File: src/sv/prt_pkg.sv
// Shared types, constants and the name compare for the peer registration table.
// No dependencies.
package prt_pkg;

	localparam int DEF_TABLE_SLOTS = 16;
	localparam int DEF_NAME_BYTES  = 8;

	localparam int NAME_W  = 64;
	localparam int IP_W    = 32;
	localparam int PORT_W  = 16;
	localparam int TIME_W  = 32;
	localparam int TMO_W   = 16;
	localparam int SLOT_W  = 6;

	localparam logic [TMO_W-1:0] TIMEOUT_RST = 16'd60;

	typedef enum logic [1:0] {
		ST_IDLE,
		ST_SCAN,
		ST_WRITE,
		ST_DUMP
	} st_t;

	// Byte-wise compare up to nb bytes; a common zero byte ends the string.
	function automatic logic names_match(input logic [NAME_W-1:0] a,
			input logic [NAME_W-1:0] b, input int nb);
		logic       going;
		logic       res;
		logic [7:0] x;
		logic [7:0] y;
		going = 1'b1;
		res   = 1'b0;
		for (int k = 0; k < NAME_W / 8; k++) begin
			x = a[8*k +: 8];
			y = b[8*k +: 8];
			if (going && (k < nb)) begin
				if (x != y) begin
					going = 1'b0;
				end else if (x == 8'h00) begin
					res   = 1'b1;
					going = 1'b0;
				end
			end
		end
		return res | going;
	endfunction

endpackage

File: src/sv/peer_registration_table.sv
// Peer registration table: scan with aging and oldest-slot replacement, then full dump.
// Depends on prt_pkg (types, widths, name compare).
//
//  channel  | direction | handshake            | payload
//  ---------+-----------+----------------------+------------------------------------------
//  req      | in        | req_valid/req_stall  | peer_name, private_*, public_*, now_seconds
//  dump     | out       | dump_valid/dump_stall| entry_*, used_slot, accepted, is_last
//  cfg      | in        | cfg_valid/cfg_ready  | cfg_data = timeout_seconds
//
// req_stall stays high for the whole item: a read-ahead, an evaluation of each slot in turn on
// the shared read port and slot unit, a write step, a read-ahead, then one dump item per cycle
// while the output is not stalled. A new item is taken only once the dump is done; a name hit
// ends the scan at that slot. Dump-side stalls stretch the dump; req_stall drops once the last
// dump item is loaded into the output register.
// Reset is immediate: per-slot valid bits read an unwritten slot as zero.
module peer_registration_table #(
	parameter int TABLE_SLOTS = prt_pkg::DEF_TABLE_SLOTS,
	parameter int NAME_BYTES  = prt_pkg::DEF_NAME_BYTES
) (
	input  logic                        clk,
	input  logic                        arst_n,
	// configuration
	input  logic                        cfg_valid,
	output logic                        cfg_ready,
	input  logic [prt_pkg::TMO_W-1:0]   cfg_data,
	// registration items
	input  logic                        req_valid,
	output logic                        req_stall,
	input  logic [prt_pkg::NAME_W-1:0]  peer_name,
	input  logic [prt_pkg::IP_W-1:0]    private_ip,
	input  logic [prt_pkg::PORT_W-1:0]  private_port,
	input  logic [prt_pkg::IP_W-1:0]    public_ip,
	input  logic [prt_pkg::PORT_W-1:0]  public_port,
	input  logic [prt_pkg::TIME_W-1:0]  now_seconds,
	// dump items
	output logic                        dump_valid,
	input  logic                        dump_stall,
	output logic [prt_pkg::SLOT_W-1:0]  entry_index,
	output logic [prt_pkg::NAME_W-1:0]  entry_name,
	output logic [prt_pkg::IP_W-1:0]    entry_private_ip,
	output logic [prt_pkg::PORT_W-1:0]  entry_private_port,
	output logic [prt_pkg::IP_W-1:0]    entry_public_ip,
	output logic [prt_pkg::PORT_W-1:0]  entry_public_port,
	output logic [prt_pkg::SLOT_W-1:0]  used_slot,
	output logic                        accepted,
	output logic                        is_last
);
	import prt_pkg::*;

	localparam int SNAME_W = 8 * NAME_BYTES;               // stored name width
	localparam int ADDR_W  = IP_W + PORT_W;                // ip in high bits, port low
	localparam int ROW_W   = SNAME_W + 2 * ADDR_W;
	localparam int IDX_W   = $clog2(TABLE_SLOTS);
	localparam int CNT_W   = $clog2(TABLE_SLOTS + 1);
	localparam logic [CNT_W-1:0] SLOTS_C = CNT_W'(TABLE_SLOTS);
	localparam logic [IDX_W-1:0] LAST_C  = IDX_W'(TABLE_SLOTS - 1);

	// table memories: name + addresses in one, last-seen time in the other
	logic [ROW_W-1:0]  amem [TABLE_SLOTS];
	logic [TIME_W-1:0] tmem [TABLE_SLOTS];
	logic [TABLE_SLOTS-1:0] a_vld_q;   // aging clears only drop this bit
	logic [TABLE_SLOTS-1:0] t_vld_q;

	st_t state_q, state_d;

	// captured request
	logic [SNAME_W-1:0] name_q;
	logic [ADDR_W-1:0]  priv_q;
	logic [ADDR_W-1:0]  pub_q;
	logic [TIME_W-1:0]  now_q;

	logic [TMO_W-1:0]   tmo_q;

	// scan/dump sequencer
	logic [CNT_W-1:0]   rptr_q;     // next slot to read
	logic [IDX_W-1:0]   eptr_q;     // slot held in read registers
	logic               rdv_q;      // read registers hold a slot
	logic [ROW_W-1:0]   ard_q;
	logic               ardv_q;
	logic [TIME_W-1:0]  trd_q;
	logic               trdv_q;

	// scan result
	logic               found_q;
	logic               refresh_q;
	logic [IDX_W-1:0]   use_q;
	logic [TIME_W-1:0]  best_q;

	// output register
	logic               dump_valid_q;
	logic [SLOT_W-1:0]  entry_index_q;
	logic [NAME_W-1:0]  entry_name_q;
	logic [ADDR_W-1:0]  entry_priv_q;
	logic [ADDR_W-1:0]  entry_pub_q;
	logic [SLOT_W-1:0]  used_slot_q;
	logic               accepted_q;
	logic               is_last_q;

	logic               req_take;
	logic               rd_en;
	logic               consume;
	logic               rptr_lt_n;
	logic [IDX_W-1:0]   raddr;
	logic [ROW_W-1:0]   row;
	logic [TIME_W-1:0]  row_ts;
	logic [SNAME_W-1:0] row_name;
	logic [ADDR_W-1:0]  row_priv;
	logic [ADDR_W-1:0]  row_pub;
	logic               hit;
	logic               older;
	logic               aged;
	logic               scan_end;

	assign cfg_ready = 1'b1;
	assign req_stall = (state_q != ST_IDLE);
	assign req_take  = req_valid && !req_stall;

	assign rptr_lt_n = (rptr_q < SLOTS_C);
	assign raddr     = rptr_q[IDX_W-1:0];

	// unwritten slots read as zero; aged-out slots read a zero row but keep their time
	assign row      = ardv_q ? ard_q : '0;
	assign row_ts   = trdv_q ? trd_q : '0;
	assign row_name = row[ROW_W-1 -: SNAME_W];
	assign row_priv = row[2*ADDR_W-1 -: ADDR_W];
	assign row_pub  = row[ADDR_W-1:0];

	// slot-evaluate unit, shared by every slot of the scan
	assign hit   = names_match(NAME_W'(row_name), NAME_W'(name_q), NAME_BYTES);
	assign older = (row_ts < best_q);
	assign aged  = (({1'b0, row_ts} + {{(TIME_W + 1 - TMO_W){1'b0}}, tmo_q})
			< {1'b0, now_q}) && (row_name[7:0] != 8'h00);
	assign scan_end = rdv_q && (hit || (eptr_q == LAST_C));

	// sequencer outputs
	always_comb begin
		rd_en   = 1'b0;
		consume = 1'b0;
		unique case (state_q)
			ST_SCAN: begin
				rd_en = rptr_lt_n;
			end
			ST_DUMP: begin
				consume = rdv_q && (!dump_valid_q || !dump_stall);
				rd_en   = rptr_lt_n && (!rdv_q || consume);
			end
			default: begin
				rd_en   = 1'b0;
				consume = 1'b0;
			end
		endcase
	end

	// next state
	always_comb begin
		state_d = state_q;
		unique case (state_q)
			ST_IDLE: begin
				if (req_take) state_d = ST_SCAN;
			end
			ST_SCAN: begin
				if (scan_end) state_d = ST_WRITE;
			end
			ST_WRITE: begin
				state_d = ST_DUMP;
			end
			ST_DUMP: begin
				if (consume && (eptr_q == LAST_C)) state_d = ST_IDLE;
			end
			default: begin
				state_d = ST_IDLE;
			end
		endcase
	end

	// memory ports: one read, one write each
	always_ff @(posedge clk) begin
		if (rd_en) begin
			ard_q <= amem[raddr];
			trd_q <= tmem[raddr];
		end
		if ((state_q == ST_WRITE) && found_q) begin
			if (!refresh_q) begin
				amem[use_q] <= {8'h00, name_q[SNAME_W-9:0], priv_q, pub_q};
			end
			tmem[use_q] <= now_q;
		end
	end

	// request capture and dump payload
	always_ff @(posedge clk) begin
		if (req_take) begin
			name_q <= peer_name[SNAME_W-1:0];
			priv_q <= {private_ip, private_port};
			pub_q  <= {public_ip, public_port};
			now_q  <= now_seconds;
		end
		if (consume) begin
			entry_index_q <= SLOT_W'(eptr_q);
			entry_name_q  <= NAME_W'(row_name);
			entry_priv_q  <= row_priv;
			entry_pub_q   <= row_pub;
			used_slot_q   <= found_q ? SLOT_W'(use_q) : '0;
			accepted_q    <= found_q;
			is_last_q     <= (eptr_q == LAST_C);
		end
	end

	// control state
	always_ff @(posedge clk or negedge arst_n) begin
		if (!arst_n) begin
			state_q      <= ST_IDLE;
			tmo_q        <= TIMEOUT_RST;
			a_vld_q      <= '0;
			t_vld_q      <= '0;
			rptr_q       <= '0;
			eptr_q       <= '0;
			rdv_q        <= 1'b0;
			ardv_q       <= 1'b0;
			trdv_q       <= 1'b0;
			found_q      <= 1'b0;
			refresh_q    <= 1'b0;
			use_q        <= '0;
			best_q       <= '0;
			dump_valid_q <= 1'b0;
		end else begin
			state_q <= state_d;
			if (cfg_valid && cfg_ready) tmo_q <= cfg_data;

			if (rd_en) begin
				rptr_q <= rptr_q + 1'b1;
				eptr_q <= raddr;
				ardv_q <= a_vld_q[raddr];
				trdv_q <= t_vld_q[raddr];
			end

			if (consume) begin
				dump_valid_q <= 1'b1;
			end else if (!dump_stall) begin
				dump_valid_q <= 1'b0;
			end

			unique case (state_q)
				ST_IDLE: begin
					rptr_q    <= '0;
					rdv_q     <= 1'b0;
					found_q   <= 1'b0;
					refresh_q <= 1'b0;
					use_q     <= '0;
					best_q    <= now_seconds;
				end
				ST_SCAN: begin
					rdv_q <= rd_en;
					if (rdv_q) begin
						if (hit) begin
							// name already registered: stop here
							use_q     <= eptr_q;
							found_q   <= 1'b1;
							refresh_q <= (row_pub == pub_q);
						end else begin
							if (older) begin
								use_q   <= eptr_q;
								found_q <= 1'b1;
								best_q  <= row_ts;
							end
							if (aged) a_vld_q[eptr_q] <= 1'b0;
						end
					end
				end
				ST_WRITE: begin
					rptr_q <= '0;
					rdv_q  <= 1'b0;
					if (found_q) begin
						if (!refresh_q) a_vld_q[use_q] <= 1'b1;
						t_vld_q[use_q] <= 1'b1;
					end
				end
				ST_DUMP: begin
					rdv_q <= rd_en || (rdv_q && !consume);
				end
				default: begin
					rdv_q <= 1'b0;
				end
			endcase
		end
	end

	assign dump_valid         = dump_valid_q;
	assign entry_index        = entry_index_q;
	assign entry_name         = entry_name_q;
	assign entry_private_ip   = entry_priv_q[ADDR_W-1 -: IP_W];
	assign entry_private_port = entry_priv_q[PORT_W-1:0];
	assign entry_public_ip    = entry_pub_q[ADDR_W-1 -: IP_W];
	assign entry_public_port  = entry_pub_q[PORT_W-1:0];
	assign used_slot          = used_slot_q;
	assign accepted           = accepted_q;
	assign is_last            = is_last_q;

endmodule
File: config.mk
export PLATFORM = sky130hd
export DESIGN_NAME = peer_registration_table
export DESIGN_NICKNAME = d
export VERILOG_FILES = /design/src/sv/prt_pkg.sv /design/src/sv/peer_registration_table.sv
export SDC_FILE = /design/constraint.sdc
export NUM_CORES = 2
export LEC_CHECK = 0
export BUFFER_PORTS_ARGS = -buffer_cell sky130_fd_sc_hd__buf_2
export CELL_PAD_IN_SITES_DETAIL_PLACEMENT = 1
export CELL_PAD_IN_SITES_GLOBAL_PLACEMENT = 1
export CORE_MARGIN = 2
export CORE_UTILIZATION = 45
export DETAILED_ROUTE_END_ITERATION = 12
export PLACE_DENSITY = 0.77
export SLEW_MARGIN = 10
export SYNTH_ARGS = -nofsm -noshare
export SYNTH_HDL_FRONTEND = slang
export SYNTH_SLANG_ARGS = --single-unit
File: constraint.sdc
create_clock -name clk -period 33.8 [get_ports clk]
set_input_delay 5.07 -clock clk [delete_from_list [all_inputs] [get_ports clk]]
set_output_delay 5.07 -clock clk [all_outputs]
set_load 0.01 [all_outputs]
==> reports/summary.md <==
The run finished with clean final reports. The power after layout came out at 12300 uW. Among all flip-flop cells after synthesis, the most frequent one is sky130_fd_sc_hd__edfxtp_1. The achievable clock frequency was 0.136 GHz. STA classifies the critical path endpoint as a flip-flop.

In this run the worst path has a maximum fanout of 96. In this run the standard cell core region covers 0.303 mm^2. The synthesized design contains 3583 register bits.

For this run, the number of standard cells in the final layout without fillers is 10.9k. The clock transition at the registers of the reported paths came out at 0.06 ns. The tools report the post-CTS setup buffer count as 0. The area of the mapped netlist was 0.137 mm^2; the remaining antenna violation count after routing was 0. The synthesized design contains 3482 enable-type register cells. The via count of the first global-routing pass came out at 70.5k.

Setup repair after global routing left no endpoint under its margin. The start point of the worst hold path is t_vld_q[5]$_DFFE_PN0P_. After synthesis, the netlist uses 75 different library cells. In the layout the commonest cells are sky130_fd_sc_hd__edfxtp_1 (3482), sky130_fd_sc_hd__mux4_2 (930), sky130_fd_sc_hd__buf_2 (375), sky130_fd_sc_hd__clkbuf_16 (366), sky130_fd_sc_hd__and2_1 (183).

The number of slew-limit violations in the final report came out at 0. The most frequent standard cell in the layout excluding fill and tap cells is sky130_fd_sc_hd__edfxtp_1. 390 I/O pins were placed. In this run, the number of DRC markers left after iteration 0 of detailed routing was 8047. Across the VDD grid, the largest voltage drop is 0.0000716 V. The average instance in the mapped netlist occupies 22.9 um^2. Headroom to the max-slew limit came out at 21.3%. The H-tree depth reported by CTS was 5; the count of final setup violators was 0.

Global-route wire length before repair: 511000 um. In this run the clock root is driven by a sky130_fd_sc_hd__clkbuf_16. In the routed design, unresolved DRC markers number 0. The number of clock buffers inserted by TritonCTS came out at 360. The signed area change from the synthesized netlist to the final layout is 13.8%.

The largest clock skew in the final design is 0.0768 ns. Setup total negative slack: 0 ns. The reg-to-reg endpoint was a_vld_q[12]$_DFFE_PN0P_. The proportion of layout cells with a drive suffix above 1 works out to 29.4%. The clock reaches the later pin of the worst-skew pair after 0.93 ns.

In this run the critical register-to-register path is launched from trdv_q$_DFFE_PN0P_. Global routing finished with a remaining overflow of 0. Global routing used 23.0% of the available tracks.

On the final layout, the worst hold slack is 0.464 ns. Yosys printed 0 warnings. Counting flops with an async set or reset pin after synthesis yields a share of 2.82%.

The run gives 6873 as the number of nets in the layout. The tools report the sink of the worst hold path as t_vld_q[5]$_DFFE_PN0P_. The first detailed-routing pass ran for 5 iterations. For the starting density of the core, the log shows 45.2%. The analysis attributes to cell leakage a power of 0.0495 uW. The setup check on the worst reg-to-reg path leaves a slack of 27.18 ns. Measured in cells, the most critical reg-to-reg path has a length of 22. Dividing total power by cell area gives a power density of 79.0 mW/mm^2. The detailed-placement wirelength estimate is 191000 um.

The class of the most critical hold timing path was reg2reg. Via density per instance: 6.07. At the worst endpoint, the arrival time is 7.83 ns.

The height of the die works out to 556 um. For the pin count of the biggest net entering global routing, the log shows 154. The floorplan has 202 rows.

For the pin with the worst max-slew slack, the measured transition is 1.18 ns. After clock tree synthesis, the flow added hold-fix buffers numbering 0. The final route contains 66.0k vias. For the number of hold-slack violations in the final timing report, the log shows 0.

The clock passes through at most 4 buffers. The total clock sinks is 3583, and the final critical path time including I/O delays and setup is 7.35 ns. The initial antenna violation count is 33.

The count of buffers added on input and output ports is 376. The startpoint class of the critical path is an input pin. The hold-critical path depth was 1.

Including well taps, the total number of placed cells is 10.2k. For the max-capacitance violation count, the log shows 0. Data on the critical path is required at its endpoint by 34.28 ns. Placer's final routability congestion estimate: 0.822. The final critical path takes up 21.8% of the cycle. The critical path is of the in2reg type. After clock tree synthesis, the repair step resized 0 gates.

After detailed routing, the average wire length per cell comes to 32.8 um. The fraction of the yosys area taken by sequential cells is 78.2%, and the die outline width is 556 um. For the total detailed-routing wirelength, the log shows 357000 um. TritonCTS built the clock tree. The number of inserted filler cells in the final layout is 26.5k, and the die area is 0.309 mm^2. For the post-synthesis cell count, the log shows 5986.
[stage by stage]
stage | setup WS [ns] | util (%) | area (um^2)
finish | 26.45 | 51.5 | 156000
global route | 26.37 | 51.5 | 156000
CTS | 26.51 | 51.5 | 156000
detailed placement | 25.58 | 47.6 | 144000
global placement | 25.68 | 47.6 | 144000
floorplan | 20.19 | - | 137000
[final cells by class]
type | instances | area, um^2 | area share (%)
flip-flops and latches | 3583 | 107000 | 68.7
multi-input cells | 2030 | 28600 | 18.4
clock buffers | 438 | 9470 | 6.07
well taps | 3978 | 4980 | 3.19
repair buffers | 497 | 2930 | 1.88
clock inverters | 219 | 2330 | 1.50
inverters | 104 | 390 | 0.250
diodes | 13 | 32.5 | 0.0209
[worst max-delay path, cell delays in order]
cell and delay [ns]:
sky130_fd_sc_hd__buf_2 0.15, sky130_fd_sc_hd__nand3_1 0.15, sky130_fd_sc_hd__a21oi_1 0.14, sky130_fd_sc_hd__nor2_4 0.84
sky130_fd_sc_hd__buf_4 0.60, sky130_fd_sc_hd__buf_12 0.69
[worst max-delay path by stage]
| stage | from | endpoint | slack, ns |
|---|---|---|---|
| final | dump_stall | ard_q[2]$_DFFE_PP_ | 26.45 |
| after global routing | dump_stall | ard_q[2]$_DFFE_PP_ | 26.37 |
| after CTS | dump_stall | ard_q[102]$_DFFE_PP_ | 26.51 |
| after detailed placement | dump_stall | ard_q[91]$_DFFE_PP_ | 25.58 |
| after global placement | dump_stall | ard_q[91]$_DFFE_PP_ | 25.68 |
| after floorplan | dump_stall | accepted$_DFFE_PP_ | 20.19 |
[synth_stat cells, types with 4 or more instances]
library cell	count	area share [%]
sky130_fd_sc_hd__a31oi_1	4	0.018
sky130_fd_sc_hd__a22oi_1	10	0.055
sky130_fd_sc_hd__mux4_2	930	15
sky130_fd_sc_hd__nor2b_1	8	0.037
sky130_fd_sc_hd__dfstp_2	4	0.077
sky130_fd_sc_hd__buf_1	69	0.19
sky130_fd_sc_hd__o22ai_1	9	0.041
sky130_fd_sc_hd__nor3_1	21	0.077
sky130_fd_sc_hd__a211oi_1	9	0.049
sky130_fd_sc_hd__nor4bb_1	5	0.037
sky130_fd_sc_hd__or4_1	4	0.022
sky130_fd_sc_hd__o21a_1	7	0.038
sky130_fd_sc_hd__a21o_1	22	0.12
sky130_fd_sc_hd__a2bb2oi_1	6	0.038
sky130_fd_sc_hd__and4_1	6	0.038
sky130_fd_sc_hd__clkbuf_1	189	0.52
sky130_fd_sc_hd__dfrtp_1	97	1.8
sky130_fd_sc_hd__o21ai_0	62	0.23
sky130_fd_sc_hd__nand2_1	82	0.22
sky130_fd_sc_hd__nand4_1	40	0.18
sky130_fd_sc_hd__nand3b_1	7	0.038
sky130_fd_sc_hd__and2_1	184	0.84
sky130_fd_sc_hd__o21ai_1	11	0.040
sky130_fd_sc_hd__o41ai_1	7	0.045
sky130_fd_sc_hd__nor2_1	118	0.32
sky130_fd_sc_hd__mux2_2	24	0.20
sky130_fd_sc_hd__nand2b_1	17	0.078
sky130_fd_sc_hd__buf_2	9	0.033
sky130_fd_sc_hd__nand3_1	30	0.11
sky130_fd_sc_hd__o31a_1	4	0.026
sky130_fd_sc_hd__nand4b_1	13	0.083
sky130_fd_sc_hd__o211a_1	4	0.029
sky130_fd_sc_hd__edfxtp_1	3482	76
sky130_fd_sc_hd__mux2i_1	35	0.26
sky130_fd_sc_hd__xor2_1	19	0.12
sky130_fd_sc_hd__xnor2_1	79	0.51
sky130_fd_sc_hd__a21oi_1	62	0.23
sky130_fd_sc_hd__buf_4	13	0.071
sky130_fd_sc_hd__nor4_1	24	0.11
sky130_fd_sc_hd__ha_1	83	0.76
sky130_fd_sc_hd__inv_1	104	0.28
sky130_fd_sc_hd__or2_2	10	0.046
sky130_fd_sc_hd__o31ai_1	7	0.038
sky130_fd_sc_hd__o211ai_1	6	0.033
[power by group]
group / switching [uW] / internal (uW)
registers: 378 / 5430
clock network: 1720 / 2290
logic: 1390 / 1120
total: 3480 / 8840
[layer usage]
| layer | vias to the layer above | GRT usage (%) | wire, um |
|---|---|---|---|
| met5 | - | 0 | 120 |
| met4 | 18 | 6.79 | 10600 |
| met3 | 622 | 4.45 | 33100 |
| met2 | 3563 | 37.5 | 175000 |
| met1 | 35500 | 31.8 | 138000 |
| li1 | 26300 | - | - |
[registers in the layout, indices dropped and copies added (netlist names), 5 cells and up]
signal        count
entry_pub_q      48
tmem            512
best_q           32
entry_name       56
name_q           64
t_vld_q          16
pub_q            48
trd_q            32
ard_q           152
tmo_q            16
amem           2432
priv_q           48
entry_priv_q     48
rptr_q            5
now_q            32
a_vld_q          16
[logic make-up after synthesis]
group	Yosys count	synth area share [%]
buffers and inverters	384	1.10
AO/OA/AOI/OAI	266	1.27
AND/OR/NAND/NOR	580	2.32
flip-flops	3583	78.2
multiplexers	989	15.7
adder cells (fa/ha/maj)	84	0.773
XOR/XNOR	98	0.627
other	2	0.00548
Note: power is estimated with default switching activity, not from simulation.
